### src/hdl/lcd_line_mode_timer_defines.svh
// Assertion macros used by the LCD line and mode timer RTL.
`ifndef LCD_LINE_MODE_TIMER_DEFINES_SVH
`define LCD_LINE_MODE_TIMER_DEFINES_SVH
`ifndef SYNTHESIS
// Checked only while out of reset.
`define LLMT_ASSERT(label, prop, msg) \
  label: assert property (@(posedge clk_i) disable iff (!rst_ni) prop) else $error(msg);
// Checked at every clock edge, during reset too.
`define LLMT_ASSERT_ALWAYS(label, prop, msg) \
  label: assert property (@(posedge clk_i) prop) else $error(msg);
`else
`define LLMT_ASSERT(label, prop, msg)
`define LLMT_ASSERT_ALWAYS(label, prop, msg)
`endif
`endif

### src/hdl/lcd_lmt_pkg.sv
// Types, timing constants and codes of the LCD line and mode timer.
`default_nettype none
package lcd_lmt_pkg;

  localparam int unsigned TimerW = 10;

  // Line timer thresholds in machine cycles.
  localparam logic [TimerW-1:0] T_OAM_END  = 10'h050;
  localparam logic [TimerW-1:0] T_XFER_END = 10'h0FC;
  localparam logic [TimerW-1:0] T_LINE_END = 10'h1C8;

  localparam logic [7:0] VBLANK_LINE = 8'd144;
  localparam logic [7:0] LAST_LINE   = 8'd153;

  // Mode codes.
  localparam logic [1:0] MODE_OAM    = 2'd0;
  localparam logic [1:0] MODE_XFER   = 2'd1;
  localparam logic [1:0] MODE_HBLANK = 2'd2;

  // Configuration register indexes.
  localparam logic [7:0] CFG_IDX_LINE_COMPARE = 8'd0;
  localparam logic [7:0] CFG_IDX_STATUS_EN    = 8'd1;

  // Status interrupt enable bits.
  localparam int unsigned EN_HBLANK  = 0;
  localparam int unsigned EN_VBLANK  = 1;
  localparam int unsigned EN_OAM     = 2;
  localparam int unsigned EN_COMPARE = 3;

  typedef struct packed {
    logic [8:0] timer;
    logic [1:0] mode;
    logic [7:0] line;
    logic       match;
    logic       prev_status;
  } state_t;

  // First member sits in the highest bits, so mode lands in bit 0 upward.
  typedef struct packed {
    logic [1:0] irq_request;
    logic [7:0] render_row;
    logic       render_request;
    logic       line_match;
    logic [7:0] line_count;
    logic [1:0] mode;
  } result_t;

  typedef struct packed {
    logic [7:0] line_compare;
    logic [3:0] status_en;
  } cfg_t;

endpackage
`default_nettype wire

### src/hdl/lcd_lmt_step.sv
// Next-state and result logic for one tick of the LCD line and mode timer.
`default_nettype none
module lcd_lmt_step (
  input  lcd_lmt_pkg::state_t  state_i,
  input  lcd_lmt_pkg::cfg_t    cfg_i,
  input  logic [7:0]           elapsed_i,
  output lcd_lmt_pkg::state_t  state_o,
  output lcd_lmt_pkg::result_t result_o
);
  import lcd_lmt_pkg::*;

  logic [TimerW-1:0] sum;
  logic [TimerW-1:0] wrapped;
  logic              mode_ok;
  logic              reach_xfer;
  logic              reach_hblank;
  logic              line_end;
  logic [7:0]        line_next;
  logic              match_next;
  logic              status;
  logic [1:0]        mode_next;

  assign sum     = {1'b0, state_i.timer} + {2'b0, elapsed_i};
  assign wrapped = sum - T_LINE_END;

  always_comb begin
    mode_ok      = 1'b1;
    reach_xfer   = 1'b0;
    reach_hblank = 1'b0;
    unique case (state_i.mode)
      MODE_OAM: begin
        reach_xfer   = (sum >= T_OAM_END);
        reach_hblank = reach_xfer && (sum >= T_XFER_END);
      end
      MODE_XFER: begin
        reach_xfer   = 1'b1;
        reach_hblank = (sum >= T_XFER_END);
      end
      MODE_HBLANK: begin
        reach_hblank = 1'b1;
      end
      default: begin
        mode_ok = 1'b0;
      end
    endcase
  end

  assign line_end   = reach_hblank && (sum >= T_LINE_END);
  assign line_next  = (state_i.line == LAST_LINE) ? 8'd0 : state_i.line + 8'd1;
  assign match_next = (line_next == cfg_i.line_compare);

  always_comb begin
    // After a line end, the wrapped timer picks OAM, XFER or HBLANK mode.
    mode_next = MODE_OAM;
    status    = 1'b0;
    if (mode_ok) begin
      if (reach_xfer && reach_hblank && state_i.mode != MODE_HBLANK) begin
        status = cfg_i.status_en[EN_HBLANK];
      end else if (state_i.mode == MODE_XFER && reach_hblank) begin
        status = cfg_i.status_en[EN_HBLANK];
      end
      if (!line_end) begin
        if (reach_hblank)    mode_next = MODE_HBLANK;
        else if (reach_xfer) mode_next = MODE_XFER;
        else                 mode_next = MODE_OAM;
      end else begin
        if (state_i.line == VBLANK_LINE && cfg_i.status_en[EN_VBLANK]) status = 1'b1;
        if (match_next && cfg_i.status_en[EN_COMPARE]) status = 1'b1;
        if (cfg_i.status_en[EN_OAM]) status = 1'b1;
        if (wrapped >= T_XFER_END) begin
          mode_next = MODE_HBLANK;
          if (cfg_i.status_en[EN_HBLANK]) status = 1'b1;
        end else if (wrapped >= T_OAM_END) begin
          mode_next = MODE_XFER;
        end
      end
    end
  end

  always_comb begin
    state_o             = state_i;
    state_o.timer       = line_end ? wrapped[8:0] : sum[8:0];
    state_o.mode        = mode_next;
    state_o.prev_status = status;
    if (line_end) begin
      state_o.line  = line_next;
      state_o.match = match_next;
    end
    result_o                = '0;
    result_o.mode           = mode_next;
    result_o.line_count     = state_o.line;
    result_o.line_match     = state_o.match;
    result_o.render_request = line_end && (state_i.line < VBLANK_LINE);
    result_o.render_row     = result_o.render_request ? state_i.line : 8'd0;
    result_o.irq_request[0] = line_end && (state_i.line == VBLANK_LINE);
    result_o.irq_request[1] = status && !state_i.prev_status;
  end

endmodule
`default_nettype wire

### src/hdl/lcd_line_mode_timer.sv
// A result passes through the input register and then the result register before it is offered.
// Throughput: one tick per clock while the result channel is not stalled; the step logic is combinational.
// The input register accepts a new tick while a finished result still waits downstream only if it is empty.
// Reset (rst_ni low, asynchronous): timer, line count, mode, flags, valid bits and configuration go to zero.
// Configuration writes are taken in every cycle and land in the next one.
`default_nettype none
`include "lcd_line_mode_timer_defines.svh"
module lcd_line_mode_timer (
  input  logic        clk_i,
  input  logic        rst_ni,
  // Input ticks. tdata: [7:0] elapsed_cycles.
  input  logic        s_axis_tvalid_i,
  output logic        s_axis_tready_o,
  input  logic [7:0]  s_axis_tdata_i,
  // Results. tdata: [1:0] mode, [9:2] line_count, [10] line_match,
  // [11] render_request, [19:12] render_row, [21:20] irq_request, [23:22] zero.
  output logic        m_axis_tvalid_o,
  input  logic        m_axis_tready_i,
  output logic [23:0] m_axis_tdata_o,
  // Configuration writes: index 0 line_compare, index 1 status_irq_enables.
  input  logic        cfg_valid_i,
  output logic        cfg_ready_o,
  input  logic [7:0]  cfg_index_i,
  input  logic [7:0]  cfg_data_i
);
  import lcd_lmt_pkg::*;

  // Input stage: one tick waits here until the step logic can take it.
  logic       in_valid_q;
  logic [7:0] in_data_q;

  // Timer state, updated once per processed tick.
  state_t     state_q;
  state_t     state_d;
  result_t    result_d;

  // Result register feeding the output channel.
  logic       out_valid_q;
  result_t    out_data_q;

  cfg_t       cfg_q;
  logic       fire;

  // A tick is processed when the input stage holds one and the result register
  // is empty or being drained in this same cycle.
  assign fire            = in_valid_q && (!out_valid_q || m_axis_tready_i);
  assign s_axis_tready_o = !in_valid_q || fire;
  assign m_axis_tvalid_o = out_valid_q;
  assign m_axis_tdata_o  = {2'b00, out_data_q};
  assign cfg_ready_o     = 1'b1;

  lcd_lmt_step u_step (
    .state_i  (state_q),
    .cfg_i    (cfg_q),
    .elapsed_i(in_data_q),
    .state_o  (state_d),
    .result_o (result_d)
  );

  always_ff @(posedge clk_i or negedge rst_ni) begin
    if (!rst_ni) begin
      in_valid_q  <= 1'b0;
      out_valid_q <= 1'b0;
      state_q     <= '0;
    end else begin
      if (s_axis_tready_o) in_valid_q <= s_axis_tvalid_i;
      if (fire) begin
        state_q     <= state_d;
        out_valid_q <= 1'b1;
      end else if (m_axis_tready_i) begin
        out_valid_q <= 1'b0;
      end
    end
  end

  always_ff @(posedge clk_i) begin
    if (s_axis_tready_o && s_axis_tvalid_i) in_data_q <= s_axis_tdata_i;
    if (fire) out_data_q <= result_d;
  end

  // Writes to an index beyond the register list are dropped.
  always_ff @(posedge clk_i or negedge rst_ni) begin
    if (!rst_ni) begin
      cfg_q <= '0;
    end else if (cfg_valid_i) begin
      unique case (cfg_index_i)
        CFG_IDX_LINE_COMPARE: cfg_q.line_compare <= cfg_data_i;
        CFG_IDX_STATUS_EN:    cfg_q.status_en    <= cfg_data_i[3:0];
        default: ;
      endcase
    end
  end

  `LLMT_ASSERT(a_timer_in_line, (state_q.timer < 9'd456), "line timer past line end")
  `LLMT_ASSERT(a_mode_valid, (state_q.mode <= MODE_HBLANK), "mode register holds unused code")
  `LLMT_ASSERT(a_line_in_frame, (state_q.line <= LAST_LINE), "line count beyond frame")
  `LLMT_ASSERT(a_vblank_line, (out_valid_q && out_data_q.irq_request[0] |-> out_data_q.line_count == 8'd145), "vblank irq off line")
  `LLMT_ASSERT(a_render_row, (out_valid_q && out_data_q.render_request |-> out_data_q.render_row < VBLANK_LINE), "render row not visible")
  `LLMT_ASSERT_ALWAYS(a_stall_holds, (!s_axis_tready_o |-> in_valid_q), "input stalled while empty")

endmodule
`default_nettype wire
### config.mk
export PLATFORM = sky130hd
export DESIGN_NAME = lcd_line_mode_timer
export DESIGN_NICKNAME = d
export VERILOG_FILES = /design/src/hdl/lcd_lmt_pkg.sv /design/src/hdl/lcd_lmt_step.sv /design/src/hdl/lcd_line_mode_timer.sv
export VERILOG_INCLUDE_DIRS = /design/src /design/src/hdl
export SDC_FILE = /design/constraint.sdc
export NUM_CORES = 1
export LEC_CHECK = 0
export BUFFER_PORTS_ARGS = -buffer_cell sky130_fd_sc_hd__clkbuf_2
export CORE_MARGIN = 2
export CORE_UTILIZATION = 25
export CTS_CLUSTER_DIAMETER = 40
export DETAILED_ROUTE_END_ITERATION = 6
export MAX_ROUTING_LAYER = met4
export PLACE_DENSITY = 0.45
export SYNTH_ARGS = -nofsm -noshare
export SYNTH_HDL_FRONTEND = slang
export SYNTH_SLANG_ARGS = --single-unit
### constraint.sdc
create_clock -name clk_i -period 3.19 [get_ports clk_i]
set_input_delay 0.4785 -clock clk_i [delete_from_list [all_inputs] [get_ports clk_i]]
set_output_delay 0.4785 -clock clk_i [all_outputs]
set_load 0.02 [all_outputs]
==> key figures <==
Logic synthesis
  – Syn Inst Count: 358
  – Mapped Area: 0.00382 mm^2
  – Syn Area/Cell: between 10 and 15 um^2
  – Unique cell type count in the Yosys netlist: 67
  – Post-synth top area cell: edfxtp_1
  – Post-synth ARST share: 0.538
  – Yosys top cell area share: 0.236
  – Synth Flop Type: dfrtp_1
  – Synth warn: 0
  – Register area share after synthesis: 0.465
  – Flops & latches, synth: 65
  – Post-synth EDFFs: 30
  – Top post-synthesis cells by area: edfxtp_1, dfrtp_1, ha_1

Power and ir drop
  – Sw Share: 0.412
  – Pwr dens: about 1100 mW/mm^2
  – Int Power: approximately 3200 uW
  – Switching Power: roughly 2200 uW
  – Power, Total: 5420 uW
  – Clock power share: 0.202
  – Sequential power share: 0.234
  – P_leak: ~0.0021 uW
  – Peak supply drop: between 0.2 and 0.3 mV
  – Comb power frac: 0.564

Layout
  – Area growth syn-to-layout: 29.7%
  – Leading cell type in the layout, fill and taps excluded: clkbuf_2
  – Most frequent cells in the layout: clkbuf_2, dfrtp_1, nand2_1, buf_4, edfxtp_1
  – ANT cells: 0
  – Proportion of layout cells with a drive suffix above 1: 0.338
  – Nets@finish: between 400 and 500

GRT
  – GRT Residual Overflow: 0
  – Largest net degree at the start of global routing: 36
  – GR Util All Layers: 0.121
  – Initial antenna violation count: 0
  – Number of global-route vias before repair: just under 3000
  – First-pass GRT wire length: ~15000 um

STA
  – Clock Skew: between 0.004 and 0.005 ns
  – Worst slew pin tran: between 0.9 and 1 ns
  – Final Critical Period: 3.18 ns
  – Worst hold slack: between 0.2 and 0.3 ns
  – Final setup violation count: 0
  – Slew Viols, Final: 0
  – Tcrit/Tclk final: 0.996
  – RSZ-0062 raised after global routing: true
  – Rel. slew slack: 0.377
  – Fmax: approximately 310 MHz
  – Final Hold Viols: 0
  – Setup ws final: about 0.011 ns

Worst setup path
  – Crit. End Element: flip-flop
  – Worst-path fanout max: 4
  – Critical path launch point type: flip-flop
  – Critical Path RT: roughly 3.4 ns
  – Setup CP Type: reg2reg
  – CP endpoint: state_q[1]
  – Worst reg2reg path endpoint: state_q[1]
  – CP Data Arrival Time: 3.40 ns
  – Reg-to-reg startpoint: in_data_q[0]
  – Reg2Reg Setup Slack: about 0.011 ns
  – CP startpoint: in_data_q[0]
  – Worst r2r path cells: 11

Flow run
  – Max cap viols: 0

Clock tree
  – CTS buffer count: 9
  – CTS Sinks: 65
  – Clk pin slew, worst setup/hold paths: 0.06 ns
  – CTS root buffer: clkbuf_16
  – Maximum clock insertion buffer count: 2
  – Worst skew pair latency: around 0.34 ns
  – H-Tree Depth: 3
  – CTS tree: yes

Detailed routing
  – Vias: 3010
  – Routed Wire Length: about 9300 um
  – DRC Markers: 0
  – Drt initial violations: between 150 and 200
  – Via/cell ratio: between 4 and 5
  – DR WL/cell: 14.8 um
  – Drt pass-1 iters: 4
  – Routed Antenna Nets: 0

Floorplanning
  – Top-Level Pins: 56
  – Die Y: ~130 um
  – FP Rows: 45
  – Core area: ~0.015 mm^2
  – Die area: about 0.016 mm^2
  – DIE WIDTH: between 100 and 150 um
  – Starting density of the core: 0.253

Place
  – DP Worst Slack: -0.00996 ns
  – Gpl congestion: 0.859
  – DP Wirelength: 6860 um
  – I/O Buffers: 52

Min path
  – Hold WC Path Type: in2async

Run status
  – Status: complete, no violations
==> per-stage QoR <==
stage / cell area (um^2) / utilization / TNS [ns] / instances
3_5_place_dp: 4460 / 0.295 / -0.00996 / 611
3_3_place_gp: 4460 / 0.295 / 0 / 611
6_report: 4960 / 0.329 / 0 / 629
2_1_floorplan: 3830 / - / 0 / 359
5_1_grt: 4960 / 0.329 / -0.421 / 629
4_1_cts: 4800 / 0.318 / 0 / 627
==> logic make-up (layout without fill, tap and decap cells) <==
logic type               count (synthesis)  count (layout)  synth area share
AO/OA/AOI/OAI                           92              92             0.183
XOR/XNOR                                22              22            0.0504
multiplexers                            17              17            0.0497
buffers and inverters                   30             112            0.0389
adder cells (fa/ha/maj)                 15              15            0.0510
flip-flops                              65              65             0.465
AND/OR/NAND/NOR                        115             115             0.161
other                                    2               3           0.00196
==> power groups by stage <==
| stage | Sequential (uW) | Combinational, uW | Clock (uW) |
|---|---|---|---|
| floorplan | 1290 | 1820 | 0 |
| CTS | 1270 | 2740 | 1120 |
| finish | 1270 | 3050 | 1090 |
| global placement | 1280 | 2680 | 0 |
| detailed placement | 1280 | 2690 | 0 |
| global route | 1290 | 3370 | 1160 |
==> registers in the layout, summed over array words and instances, names as in the netlist <==
name,count
state_q,21
m_axis_tvalid_o,1
cfg_q,12
m_axis_tdata_o,22
in_valid_q,1
in_data_q,8
==> synth_stat cells, types with 3 or more instances <==
master,n
dfrtp_1,35
nand2_1,33
edfxtp_1,30
o21ai_0,21
xnor2_1,17
ha_1,14
mux2_2,14
nor2_1,14
and2_1,13
a21oi_1,11
clkbuf_1,11
inv_1,10
nand3_1,10
nor3_1,8
a31oi_1,6
o211ai_1,6
o31ai_1,6
a211oi_1,5
and3_1,5
xor2_1,5
nand2b_1,4
nor4_1,4
o22a_1,4
or2_2,4
a21boi_0,3
a21o_1,3
and4_1,3
buf_4,3
buf_6,3
nor4b_1,3
==> per-layer routing <==
metal / vias to the layer above / global-route usage / share of wire
li1: 1489 / - / -
met1: 1451 / 0.163 / 0.50
met2: 61 / 0.182 / 0.45
met3: 9 / 0.0246 / 0.033
met4: 0 / 0.0446 / 0.015
met5: - / - / 0
==> critical path: stages, from the launching register on <==
cell	delay, ns
edfxtp_1	0.37
ha_2	0.21
fa_2	0.37
a21o_1	0.22
a221oi_4	0.25
or4b_4	0.49
o211ai_2	0.12
a32oi_4	0.17
buf_4	0.16
nor2_4	0.13
mux2_4	0.32
mux2_2	0.26
==> what timing repair did <==
item / 4_1_cts / 5_1_grt
hold buffers: 0 / 0
setup endpoints to repair: 3 / 33
hold endpoints to repair: 0 / 0
pin swaps: 0 / 8
gates resized for setup: 3 / 29
buffers inserted: 0 / 2
==> layout make-up <==
type | count | area (um^2)
fillers | 1535 | 10100
multi-input cells | 264 | 2060
flip-flops and latches | 65 | 1780
repair buffers | 86 | 527
well taps | 188 | 235
clock buffers | 9 | 225
clock inverters | 7 | 100
inverters | 10 | 37.5
==> worst min-delay path by stage <==
stage	end	slack [ns]	cells after the start
floorplan	cfg_q[0]	0.18	0
global placement	state_q[12]	0.47	2
detailed placement	state_q[12]	0.48	2
CTS	in_data_q[2]	0.31	1
global route	in_data_q[1]	0.31	1
finish	state_q[14]	0.27	1
Power figures use the tool's default switching activity.
